[src/design/trd_pkg.sv]
// Shared types and constants for the triangle rasterizer with depth buffer.
// No dependencies.
package trd_pkg;
    localparam int ScreenWidth  = 256;
    localparam int ScreenHeight = 256;
    localparam int PixCount     = ScreenWidth * ScreenHeight;
    localparam int AddrW        = $clog2(PixCount);
    localparam int XW           = $clog2(ScreenWidth);
    localparam int YW           = $clog2(ScreenHeight);

    typedef enum logic [2:0] {
        KIND_DRAW  = 3'd0,
        KIND_READ  = 3'd1,
        KIND_CLR_C = 3'd2,
        KIND_CLR_Z = 3'd3,
        KIND_CLR_B = 3'd4
    } kind_t;

    typedef struct packed {
        logic [2:0]  kind;
        logic [11:0] vert0_x;
        logic [11:0] vert0_y;
        logic [23:0] vert0_z;
        logic [11:0] vert1_x;
        logic [11:0] vert1_y;
        logic [23:0] vert1_z;
        logic [11:0] vert2_x;
        logic [11:0] vert2_y;
        logic [23:0] vert2_z;
        logic [23:0] fill_color;
        logic [15:0] pixel_addr;
    } in_item_t;

    typedef struct packed {
        logic [16:0] pixels_written;
        logic [23:0] read_color;
        logic [23:0] read_depth;
    } out_item_t;

    typedef enum logic [3:0] {
        ST_INIT, ST_IDLE, ST_SETUP, ST_EDGE, ST_MUL, ST_DIVIDE, ST_RDMEM,
        ST_TEST, ST_NEXT, ST_READ, ST_READ2, ST_CLEAR, ST_DONE
    } state_t;

    // Controller to datapath.
    typedef struct packed {
        logic load;
        logic setup;
        logic edge_calc;
        logic mul;
        logic div_start;
        logic mem_read;
        logic test;
        logic advance;
        logic read_addr;
        logic read_cap;
        logic clr_start;
        logic clr_step;
        logic clr_color;
        logic clr_depth;
        logic set_result;
    } cmd_t;

    // Datapath to controller.
    typedef struct packed {
        logic box_empty;
        logic covered;
        logic div_busy;
        logic last_pixel;
        logic clr_last;
    } status_t;
endpackage

[src/design/trd_div.sv]
// Restoring divider, one quotient bit per cycle: 64-bit dividend, 40-bit divisor.
// Depends on trd_pkg.
module trd_div
    import trd_pkg::*;
(
    input  logic        clk,
    input  logic        rst_n,
    input  logic        start,
    input  logic [63:0] dividend,
    input  logic [39:0] divisor,
    output logic        busy,
    output logic [63:0] quotient
);
    logic [63:0] quot_reg, quot_next;
    logic [40:0] rem_reg, rem_next;
    logic [39:0] dvs_reg;
    logic [6:0]  cnt_reg, cnt_next;
    logic [40:0] trial;
    logic [40:0] shifted;

    always_comb
    begin
        shifted   = {rem_reg[39:0], quot_reg[63]};
        trial     = shifted - {1'b0, dvs_reg};
        quot_next = {quot_reg[62:0], 1'b0};
        rem_next  = shifted;
        cnt_next  = cnt_reg;
        if (cnt_reg != 7'd0)
        begin
            cnt_next = cnt_reg - 7'd1;
            if (!trial[40])
            begin
                rem_next     = trial;
                quot_next[0] = 1'b1;
            end
        end
    end

    always_ff @(posedge clk or negedge rst_n)
    begin
        if (!rst_n)
            cnt_reg <= '0;
        else if (start)
            cnt_reg <= 7'd64;
        else
            cnt_reg <= cnt_next;
    end

    always_ff @(posedge clk)
    begin
        if (start)
        begin
            quot_reg <= dividend;
            rem_reg  <= '0;
            dvs_reg  <= divisor;
        end
        else if (cnt_reg != 7'd0)
        begin
            quot_reg <= quot_next;
            rem_reg  <= rem_next;
        end
    end

    assign busy     = (cnt_reg != 7'd0);
    assign quotient = quot_reg;
endmodule

[config.mk]
export PLATFORM = sky130hd
export DESIGN_NAME = trd_div
export DESIGN_NICKNAME = d
export VERILOG_FILES = /design/src/design/trd_pkg.sv /design/src/design/trd_div.sv
export SDC_FILE = /design/constraint.sdc
export NUM_CORES = 1
export LEC_CHECK = 0
export BUFFER_PORTS_ARGS = -buffer_cell sky130_fd_sc_hd__buf_4
export CAP_MARGIN = 20
export CORE_UTILIZATION = 60
export DETAILED_ROUTE_END_ITERATION = 10
export GPL_ROUTABILITY_DRIVEN = 0
export PLACE_DENSITY_LB_ADDON = 0.08
export SLEW_MARGIN = 10
export SYNTH_ARGS = -nofsm -noshare
export SYNTH_HDL_FRONTEND = slang
export SYNTH_SLANG_ARGS = --single-unit
[constraint.sdc]
create_clock -name clk -period 8.55 [get_ports clk]
set_input_delay 0 -clock clk [delete_from_list [all_inputs] [get_ports clk]]
set_output_delay 0 -clock clk [all_outputs]
set_load 0.02 [all_outputs]
==> summary.txt, run 1 <==
Run status
  • Status: finished, final reports clean

Global route
  • Largest net degree at the start of global routing: 87
  • GRT met2 Usage: 0.643
  • First-pass GRT wire length: roughly 40000 µm
  • M3 GR Usage: 0.102
  • Vias in the first global route: around 7900
  • GR peak layer: met2
  • GRT Util Overall: 0.370
  • Initial antenna violation count: 0
  • Grt ovf: 0
  • Met1 Use GR: 0.417

Floorplanning
  • Rows: 42
  • Die X-Extent: about 120 µm
  • DIE AREA: ~14000 µm²
  • Core area: roughly 13000 µm²
  • Io pins: between 150 and 200
  • Starting Density: 0.622
  • Die Y: approximately 120 µm

Placement
  • Placed inst area: slightly below 10000 µm²
  • IO Port Bufs: about 170
  • Post-DP HPWL: 13900 µm

Setup path
  • Crit. End Element: flip-flop
  • Setup Crit Path Kind: flip-flop to flip-flop
  • Req. time, crit path: between 8 and 9 ns
  • Crit Path Max Fanout: 22
  • Worst EP arrival: between 4 and 5 ns
  • CP Launch Type: flip-flop

Finish
  • Synth-to-layout area growth: 36.2%
  • Share of cells above drive strength 1: 0.264
  • Max reg flops: 64
  • Final Util: 0.847
  • Fin area: between 10000 and 15000 µm²
  • Ant diodes: 0
  • Nets: around 1200

Power
  • Leak pwr: between 4 and 5 nW
  • Peak supply drop: 0.000320 V
  • Power per standard cell area: between 300 and 400 nW/µm²

Clock tree
  • Clk Latency, worst-skew pair: 0.44 ns
  • Total CTS buffers: 17
  • Max H-tree Level: 4
  • Clk sink count: 151
  • Clock root buffer: clkbuf_16
  • Clk pin slew, worst setup/hold paths: 0.07 ns
  • CTS tree: done
  • Clock Tree Buf Depth: 2

Timing
  • RSZ-0062 raised after global routing: false
  • Clock skew: ~0.014 ns
  • Fmax: about 0.22 GHz
  • Final Critical Period: roughly 4.6 ns
  • Final cycle utilization of the critical path: 0.543
  • Actual slew at the worst max-slew pin: approximately 1.0 ns
  • Final Max Slew Viols: 0
  • Setup TNS: 0 ns
  • # setup viols final: 0
  • Worst relative slew slack: 0.304
  • Fin. Hold Viols: 0

Drt
  • Initial DRC count: between 800 and 900
  • Via count: around 7600
  • DRC: 0
  • Via/cell ratio: a little over 6
  • Routed WL per cell: about 21 µm
  • Final WL: between 20000 and 30000 µm
  • Antenna-violating nets left: 0
  • Pre-Repair DR Iteration Count: 6

Yosys
  • Asr flop ratio synth: 0.0464
  • Syn nets: between 900 and 1000
  • Number of synthesis warnings: 0
  • FF+latch count, synth: 151
  • Syn avg cell area: roughly 11 µm²
  • Mapped Cells: between 700 and 800
  • Number of synthesized flops with an enable pin: 104
  • Seq/Total Area, Yosys: 0.492
  • Post-synth top flop: edfxtp_1
  • Area contributors post-synth: edfxtp_1 (37%), dfxtp_1 (9.6%), mux2_2 (8.5%), ha_1 (6.2%), nand2_1 (4.3%)
  • Yosys cell types: 58
  • Post-synth top area share: 0.375
  • Synth Cell Area: between 8000 and 9000 µm²
  • Dominant cell type by area after synthesis: edfxtp_1

Flow run
  • Max cap viols: 0

Min path
  • Worst Hold Class: input pin to flip-flop
## worst max-delay path, stage by stage, from the launching register on
cell	delay [ns]
edfxtp_1	0.42
inv_1	0.10
ha_1	0.24
inv_1	0.08
fa_1	0.45
a211oi_1	0.30
o21a_1	0.25
a221o_1	0.23
o21ba_4	0.19
o211ai_4	0.11
a41oi_4	0.34
xor2_2	0.84
buf_4	0.43
nand2_1	0.10
a311oi_1	0.41
## power breakdown
group          switching, W  total (W)  internal (W)
logic              0.000926    0.00157      0.000640
clock network      0.000330   0.000737      0.000407
registers          0.000156    0.00114      0.000983
total               0.00141    0.00344       0.00203
## routing by layer
layer,wire length [µm],vias up
li1,-,3407
met1,9800,3668
met2,13100,430
met3,2000,115
met4,1100,0
met5,0,-
## placed cells by master (no fill, tap or decap), types with 17 or more instances in the layout
| cell | n |
|---|---|
| a21oi_1 | 52 |
| dfxtp_1 | 40 |
| nand2_1 | 94 |
| xnor2_1 | 28 |
| o21ai_0 | 27 |
| buf_4 | 175 |
| mux2_2 | 63 |
| edfxtp_1 | 104 |
| clkbuf_16 | 17 |
| nor2_1 | 54 |
| a311oi_1 | 26 |
| dlygate4sd3_1 | 106 |
| inv_1 | 54 |
| ha_1 | 41 |
## final timing paths
path,depth (start not counted),slack [ns],start,to
worst max-delay path,14,3.91,quotient[63],rem_reg[11]
worst min-delay path,2,0.16,start,cnt_reg[0]
worst max register to register,14,3.91,quotient[63],rem_reg[11]
worst min register to register,2,0.50,rem_reg[29],rem_reg[30]
max in group asynchronous,3,7.66,rst_n,cnt_reg[3]
min in group asynchronous,3,0.59,rst_n,cnt_reg[1]
## repair_timing
action / CTS / global route
gates resized for setup: 0 / 0
hold buffers: 106 / 0
endpoints found under the hold margin: 111 / 0
buffers inserted: 0 / 0
setup endpoints to repair: 0 / 0
## cells by family (layout without fill, tap and decap cells)
kind of cell	after synthesis	in the layout	share of synthesized area
compound gates	192	192	0.161
xor+xnor	43	43	0.0483
fa+ha+maj	42	42	0.0640
buf+inv	94	369	0.0456
flops	151	151	0.492
mux	63	63	0.0851
simple gates	201	201	0.105
## cell type report
class	count	area, µm²
repair buffers	282	2390
clock buffers	17	425
multi-input cells	541	3860
well taps	176	220
flip-flops and latches	151	4100
inverters	55	206
clock inverters	15	144
fillers	658	2050
## stage by stage
step           hold WS, ns  total power, W  cells  worst slack [ns]
2_1_floorplan       -0.296         0.00217    786              5.33
3_3_place_gp        -0.187         0.00249   1098              4.50
3_5_place_dp        -0.181         0.00255   1098              4.32
4_1_cts              0.125         0.00332   1236              4.23
5_1_grt              0.161         0.00360   1237              3.70
6_report             0.157         0.00344   1237              3.91
## Yosys cell counts, drive strengths merged, types with 5 or more instances
master,instances
edfxtp,104
nand2,95
mux2,63
inv,55
nor2,54
a21oi,52
ha,41
dfxtp,40
o21ai,33
clkbuf,32
xnor2,29
a311oi,26
a21o,15
nand3,15
xor2,14
o21bai,10
a211oi,8
nor3,8
a31oi,7
buf,7
dfrtp,7
nand4,7
o211ai,6
and3,5
Power figures use the tool's default switching activity.
==> run 2, diff against run 1 <==
Settings changed: CORE_UTILIZATION 60 to 56.
Clock period 8.55 ns to 4.45 ns, I/O delays scaled along.
==> run 2 against run 1 <==
Effect of this change: critical path depth stayed put; final cell count up 0.81%; sequential share of layout area shrank 0.11 points; non-clock buffer count is 2 higher; highest routed layer unchanged; sequential cell count did not move; first-iteration DRC count decreased by 27%; via count down 5.1%; power is 88% higher.
==> summary.txt, run 2 (synthesis results as in run 1) <==
Drt
  • Pre-Repair DR Iteration Count: 5 (was 6)
  • Final WL: 22600 µm (was 26000 µm)
  • Via/cell ratio: 5.80 (was 6.16)
  • DRC: 0 (unchanged)
  • Antenna-violating nets left: 0 (unchanged)
  • Initial DRC count: 640 (was 880)
  • Routed WL per cell: 18.1 µm (was 21.0 µm)
  • Via count: 7229 (was 7620)

Min path
  • Min-delay src: start (unchanged)
  • WHS Path Cells: 1 (was 2)
  • Hold Path End: dvs_reg[37] (was cnt_reg[0])
  • Worst Hold Class: input pin to flip-flop (unchanged)

Floorplanning
  • Rows: 44 (was 42)
  • Io pins: 172 (unchanged)
  • Die Y: 124 µm (was 120 µm)
  • DIE AREA: 15400 µm² (was 14400 µm²)
  • Starting Density: 0.573 (was 0.622)
  • Core area: 14500 µm² (was 13400 µm²)
  • Die X-Extent: 124 µm (was 120 µm)

Clock tree
  • CTS tree: done (unchanged)
  • CTS resizes: 0 (unchanged)
  • Clock root buffer: clkbuf_16 (unchanged)
  • Clk Latency, worst-skew pair: 0.44 ns (about the same)
  • Clock Tree Buf Depth: 2 (unchanged)
  • Total CTS buffers: 17 (unchanged)
  • Max H-tree Level: 4 (unchanged)
  • Clk pin slew, worst setup/hold paths: 0.07 ns (about the same)
  • Post-CTS setup buffer count: 0 (unchanged)
  • Clk sink count: 151 (unchanged)

Power
  • Power per standard cell area: 569 nW/µm² (was 303 nW/µm²)
  • Peak supply drop: 0.000374 V (was 0.000320 V)
  • Leak pwr: 4.89 nW (was 4.90 nW)

Timing
  • Fmax: 0.272 GHz (was 0.216 GHz)
  • Actual slew at the worst max-slew pin: 0.797 ns (was 1.04 ns)
  • Fin. Hold Viols: 0 (unchanged)
  • Worst relative slew slack: 0.469 (was 0.304)
  • Setup TNS: 0 ns (unchanged)
  • Final cycle utilization of the critical path: 0.825 (was 0.543)
  • # setup viols final: 0 (unchanged)
  • Final Critical Period: 3.67 ns (was 4.64 ns)
  • Clock skew: 0.0204 ns (was 0.0142 ns)
  • Final Max Slew Viols: 0 (unchanged)
  • RSZ-0062 raised after global routing: false (unchanged)

Global route
  • Initial antenna violation count: 0 (unchanged)
  • GRT Util Overall: 0.308 (was 0.370)
  • Grt ovf: 0 (unchanged)
  • First-pass GRT wire length: 36100 µm (was 40700 µm)
  • Vias in the first global route: 7500 (was 7854)
  • Largest net degree at the start of global routing: 73 (was 87)

Setup path
  • Reg2reg start: quotient[63] (unchanged)
  • Worst EP arrival: 3.98 ns (was 4.93 ns)
  • R2r setup slk: 0.78 ns (was 3.91 ns)
  • Crit Path Max Fanout: 43 (was 22)
  • Req. time, crit path: 4.76 ns (was 8.84 ns)
  • R2r endpoint: rem_reg[13] (was rem_reg[11])
  • Crit. End Element: flip-flop (unchanged)
  • CP Launch Type: flip-flop (unchanged)
  • R2R depth: 14 (unchanged)
  • Setup Crit Path Kind: flip-flop to flip-flop (unchanged)

Placement
  • Post-DP HPWL: 13700 µm (was 13900 µm)
  • IO Port Bufs: 171 (unchanged)

Finish
  • Filler instances: 895 (was 658)
  • Max reg flops: 64 (unchanged)
  • Synth-to-layout area growth: 36.6% (was 36.2%)
  • Leading cell type in the layout, fill and taps excluded: buf_4 (unchanged)
  • Final Util: 0.783 (was 0.847)
  • Share of cells above drive strength 1: 0.264 (about the same)
  • Ant diodes: 0 (unchanged)
  • Most frequent cells in the layout: buf_4 (176), dlygate4sd3_1 (106), edfxtp_1 (104) (was buf_4 (175), dlygate4sd3_1 (106), edfxtp_1 (104))
  • Nets: 1199 (was 1197)

Flow run
  • Max cap viols: 0 (unchanged)

Run status
  • Status: finished, final reports clean (unchanged)
==> run 2: cell types whose count changed in the layout (fill, tap and decap cells not counted), moves of 2 or more <==
| cell | delta |
|---|---|
| clkinvlp_4 | +5 |
| clkinv_4 | -4 |
| clkbuf_1 | +2 |
| clkinv_2 | -2 |
| inv_8 | -2 |
==> run 2: critical path, stage by stage (launching register included) <==
cell,delay (ns)
edfxtp_1,0.40
inv_1,0.08
ha_1,0.16
inv_1,0.05
fa_1,0.42
a211oi_1,0.24
o21a_1,0.22
a221o_1,0.23
o21ba_4,0.19
o211ai_4,0.12
a41oi_4,0.34
xor2_2,0.16
buf_4,0.43
nand2_1,0.12
a311oi_1,0.35
==> run 2: cell type report <==
cell class	count	area [µm²]	share of cell area
multi-input cells	541	3860	0.339
flip-flops and latches	151	4100	0.360
repair buffers	284	2420	0.213
inverters	55	206	0.0181
well taps	184	230	0.0202
clock inverters	12	119	0.0104
clock buffers	20	447	0.0393
==> run 2: per-layer routing <==
layer / up-vias / part of all wire / GRT usage / routed length [µm]
li1: 3410 / - / - / -
met1: 3488 / 0.39 / 0.350 / 8810
met2: 288 / 0.52 / 0.554 / 11700
met3: 43 / 0.072 / 0.0815 / 1620
met4: 0 / 0.020 / 0.109 / 452
met5: - / 0 / 0 / 0
==> run 2: how the worst max path moves through the flow <==
stage,start,to,slack [ns],depth (start not counted)
2_1_floorplan,quotient[63],rem_reg[38],1.23,14
3_3_place_gp,quotient[63],rem_reg[37],0.96,15
3_5_place_dp,quotient[63],rem_reg[37],0.82,15
4_1_cts,quotient[63],rem_reg[37],0.80,15
5_1_grt,quotient[63],rem_reg[35],0.54,14
6_report,quotient[63],rem_reg[13],0.78,14
==> run 2: repair_timing <==
action / CTS / global route
endpoints found under the setup margin: 0 / 0
hold buffers: 106 / 0
endpoints found under the hold margin: 111 / 0
==> run 2: per-stage QoR <==
stage | hold WS [ns] | instance area, µm² | setup slack [ns] | power [W] | cells
detailed placement | -0.182 | 9730 | 0.824 | 0.00491 | 1108
global route | 0.0333 | 11400 | 0.539 | 0.00686 | 1247
CTS | 0.0264 | 11400 | 0.801 | 0.00640 | 1246
floorplan | -0.296 | 8330 | 1.23 | 0.00418 | 786
global placement | -0.186 | 9730 | 0.962 | 0.00483 | 1108
finish | 0.0264 | 11400 | 0.777 | 0.00648 | 1247
==> run 2: report_power, final <==
group	leakage (nW)	internal, W	switching [W]	total, W
logic	3.15	0.00124	0.00168	0.00293
registers	1.48	0.00189	0.000268	0.00216
clock network	0.256	0.000791	0.000606	0.00140
==> run 3, diff against run 2 <==
Settings changed: CORE_UTILIZATION 56 to 50.
Clock period 4.45 ns to 3.3 ns, I/O delays scaled along.
==> run 3 against run 2 <==
Effect of this change: critical endpoint is now rem_reg[3]; via count fell by 1.1%; sequential power is 34% higher; sequential cell count did not move; final area rose by 3.5%; register-to-register slack worse by 0.72 ns; maximum frequency rose by 13%; clock power up 51%; sequential share of layout area down 1.2 points; critical path depth rose by 2; hold slack improved by 0.052 ns; count of clock-buffer cells in the layout down 3; largest power group unchanged.
==> summary.txt, run 3 (synthesis results as in run 1) <==
Finish
  • Final Util: 0.734 (was 0.783)
  • Share of cells above drive strength 1: 0.295 (was 0.264)
  • Max reg flops: 64 (unchanged)
  • Leading cell type in the layout, fill and taps excluded: buf_4 (unchanged)
  • Synth-to-layout area growth: 41.4% (was 36.6%)
  • Ant diodes: 0 (unchanged)
  • Most frequent cells in the layout: buf_4 (196), dlygate4sd3_1 (106), edfxtp_1 (104) (was buf_4 (176), dlygate4sd3_1 (106), edfxtp_1 (104))
  • Filler instances: 1071 (was 895)
  • Nets: 1226 (was 1199)
  • Non-Filler Instances: 1306 (was 1247)

Global route
  • GRT Util Overall: 0.263 (was 0.308)
  • Initial antenna violation count: 0 (unchanged)
  • First-pass GRT wire length: 35000 µm (was 36100 µm)
  • Largest net degree at the start of global routing: 79 (was 73)
  • Grt ovf: 0 (unchanged)
  • Vias in the first global route: 7263 (was 7500)

Setup path
  • Largest stage delay, worst path: 0.37 ns (was 0.43 ns)
  • CP max stage cell: a221o_1 (was buf_4)
  • Req. time, crit path: 3.62 ns (was 4.76 ns)
  • Setup Crit Path Kind: flip-flop to flip-flop (unchanged)
  • CP Launch Type: flip-flop (unchanged)
  • Crit Path Max Fanout: 7 (was 43)
  • Worst EP arrival: 3.56 ns (was 3.98 ns)
  • Crit. End Element: flip-flop (unchanged)
  • Critical path, cell by cell: inv_1 > ha_2 > inv_2 > fa_2 > a211oi_2 > o21a_1 > a221o_1 > o21ba_4 > o211ai_4 > a41oi_4 > buf_6 > xnor2_4 > buf_12 > buf_6 > nand2_1 > a311oi_1 (was inv_1 > ha_1 > inv_1 > fa_1 > a211oi_1 > o21a_1 > a221o_1 > o21ba_4 > o211ai_4 > a41oi_4 > xor2_2 > buf_4 > nand2_1 > a311oi_1)
  • Most used cell, CP: buf_6 (was inv_1)

Timing
  • Setup TNS: 0 ns (unchanged)
  • Fin. Hold Viols: 0 (unchanged)
  • Final Max Slew Viols: 0 (unchanged)
  • Fmax: 0.309 GHz (was 0.272 GHz)
  • Clock skew: 0.0131 ns (was 0.0204 ns)
  • Worst relative slew slack: 0.344 (was 0.469)
  • Final hold slack: 0.0786 ns (was 0.0264 ns)
  • # setup viols final: 0 (unchanged)
  • Actual slew at the worst max-slew pin: 0.983 ns (was 0.797 ns)
  • Final cycle utilization of the critical path: 0.981 (was 0.825)
  • RSZ-0062 raised after global routing: true (was false)
  • Final Critical Period: 3.24 ns (was 3.67 ns)

Clock tree
  • Clock root buffer: clkbuf_16 (unchanged)
  • CTS tree: done (unchanged)
  • Total CTS buffers: 17 (unchanged)
  • Clk sink count: 151 (unchanged)
  • Clk Latency, worst-skew pair: 0.43 ns (was 0.44 ns)
  • Clk pin slew, worst setup/hold paths: 0.07 ns (about the same)
  • Clock Tree Buf Depth: 2 (unchanged)
  • Max H-tree Level: 4 (unchanged)

Placement
  • IO Port Bufs: 171 (unchanged)
  • Post-DP HPWL: 14100 µm (was 13700 µm)
  • DP Cell Count: 1156 (was 1108)

Drt
  • Via count: 7148 (was 7229)
  • Initial DRC count: 547 (was 640)
  • Routed WL per cell: 17.0 µm (was 18.1 µm)
  • Via/cell ratio: 5.47 (was 5.80)
  • Antenna-violating nets left: 0 (unchanged)
  • DRC: 0 (unchanged)
  • Pre-Repair DR Iteration Count: 5 (unchanged)
  • Final WL: 22200 µm (was 22600 µm)

Flow run
  • Max cap viols: 0 (unchanged)

Floorplanning
  • Starting Density: 0.519 (was 0.573)
  • Core area: 16100 µm² (was 14500 µm²)
  • DIE AREA: 17200 µm² (was 15400 µm²)
  • Die Y: 131 µm (was 124 µm)
  • Io pins: 172 (unchanged)
  • Die X-Extent: 131 µm (was 124 µm)
  • Rows: 46 (was 44)

Run status
  • Status: finished, final reports clean (unchanged)

Min path
  • Worst Hold Class: input pin to flip-flop (unchanged)

Power
  • Power per standard cell area: 789 nW/µm² (was 569 nW/µm²)
  • Peak supply drop: 0.000488 V (was 0.000374 V)
  • Leak pwr: 5.09 nW (was 4.89 nW)
## run 3: cell count changes in the layout (fill, tap and decap cells not counted), sizes merged
cell and delta:
buf +26, clkbuf -2, clkinvlp -6, bufinv +2
inv +5, clkinv +2
## run 3: per-layer routing
layer / track usage / wire length (µm) / vias up
li1: - / - / 3466
met2: 0.461 / 11200 / 220
met3: 0.0747 / 1350 / 35
met4: 0.0778 / 420 / 0
met5: 0 / 0 / -
met1: 0.315 / 9220 / 3427
## run 3: stage by stage
step	total power [W]	setup slack, ns	area, µm²
global placement	0.00663	0.111	9880
detailed placement	0.00671	0.0321	9880
floorplan	0.00563	0.0831	8330
CTS	0.00895	-0.00386	11600
finish	0.00929	0.0616	11800
global route	0.00983	-0.0446	11800
## run 3: worst max-delay path: cells and delay by family, from the launching register on
| family | cells | cell delay [ns] |
|---|---|---|
| and+or+nand+nor | 1 | 0.05 |
| adders and majority gates | 2 | 0.41 |
| xor gates and xnor gates | 1 | 0.17 |
| DFF | 1 | 0.35 |
| AOI/OAI and AO/OA | 7 | 1.58 |
| buffers and inverters | 5 | 0.56 |
## run 3: final cells by class
cell class	instances	area, µm²	area share
Sequential cell	151	4100	0.348
Multi-Input combinational cell	541	3930	0.334
Timing Repair Buffer	311	2640	0.224
Clock buffer	17	425	0.0361
Tap cell	216	270	0.0229
Clock inverter	15	206	0.0175
Inverter	55	206	0.0175
## run 3: final timing paths
| kind | start | endpoint | slack, ns | cells after the start |
|---|---|---|---|---|
| min reg2reg | rem_reg[15] | rem_reg[15] | 0.50 | 2 |
| min in group asynchronous | rst_n | cnt_reg[3] | 0.56 | 3 |
| max in group asynchronous | rst_n | cnt_reg[1] | 2.48 | 3 |
| min | start | cnt_reg[6] | 0.08 | 3 |
| max | quotient[63] | rem_reg[3] | 0.06 | 16 |
| max reg2reg | quotient[63] | rem_reg[3] | 0.06 | 16 |
## run 3: timing repair
item,in CTS,in global routing
resized for setup,0,28
cloned,0,4
endpoints found under the setup margin,1,40
hold buffers,106,0
setup buffers,0,8
pin swaps,0,16
hold endpoints to repair,111,0
## run 3: report_power, final
group          total, W  internal, W  switching, W
clock network   0.00211      0.00123      0.000881
logic           0.00429      0.00194       0.00236
registers       0.00289      0.00254      0.000344
total           0.00929      0.00571       0.00358
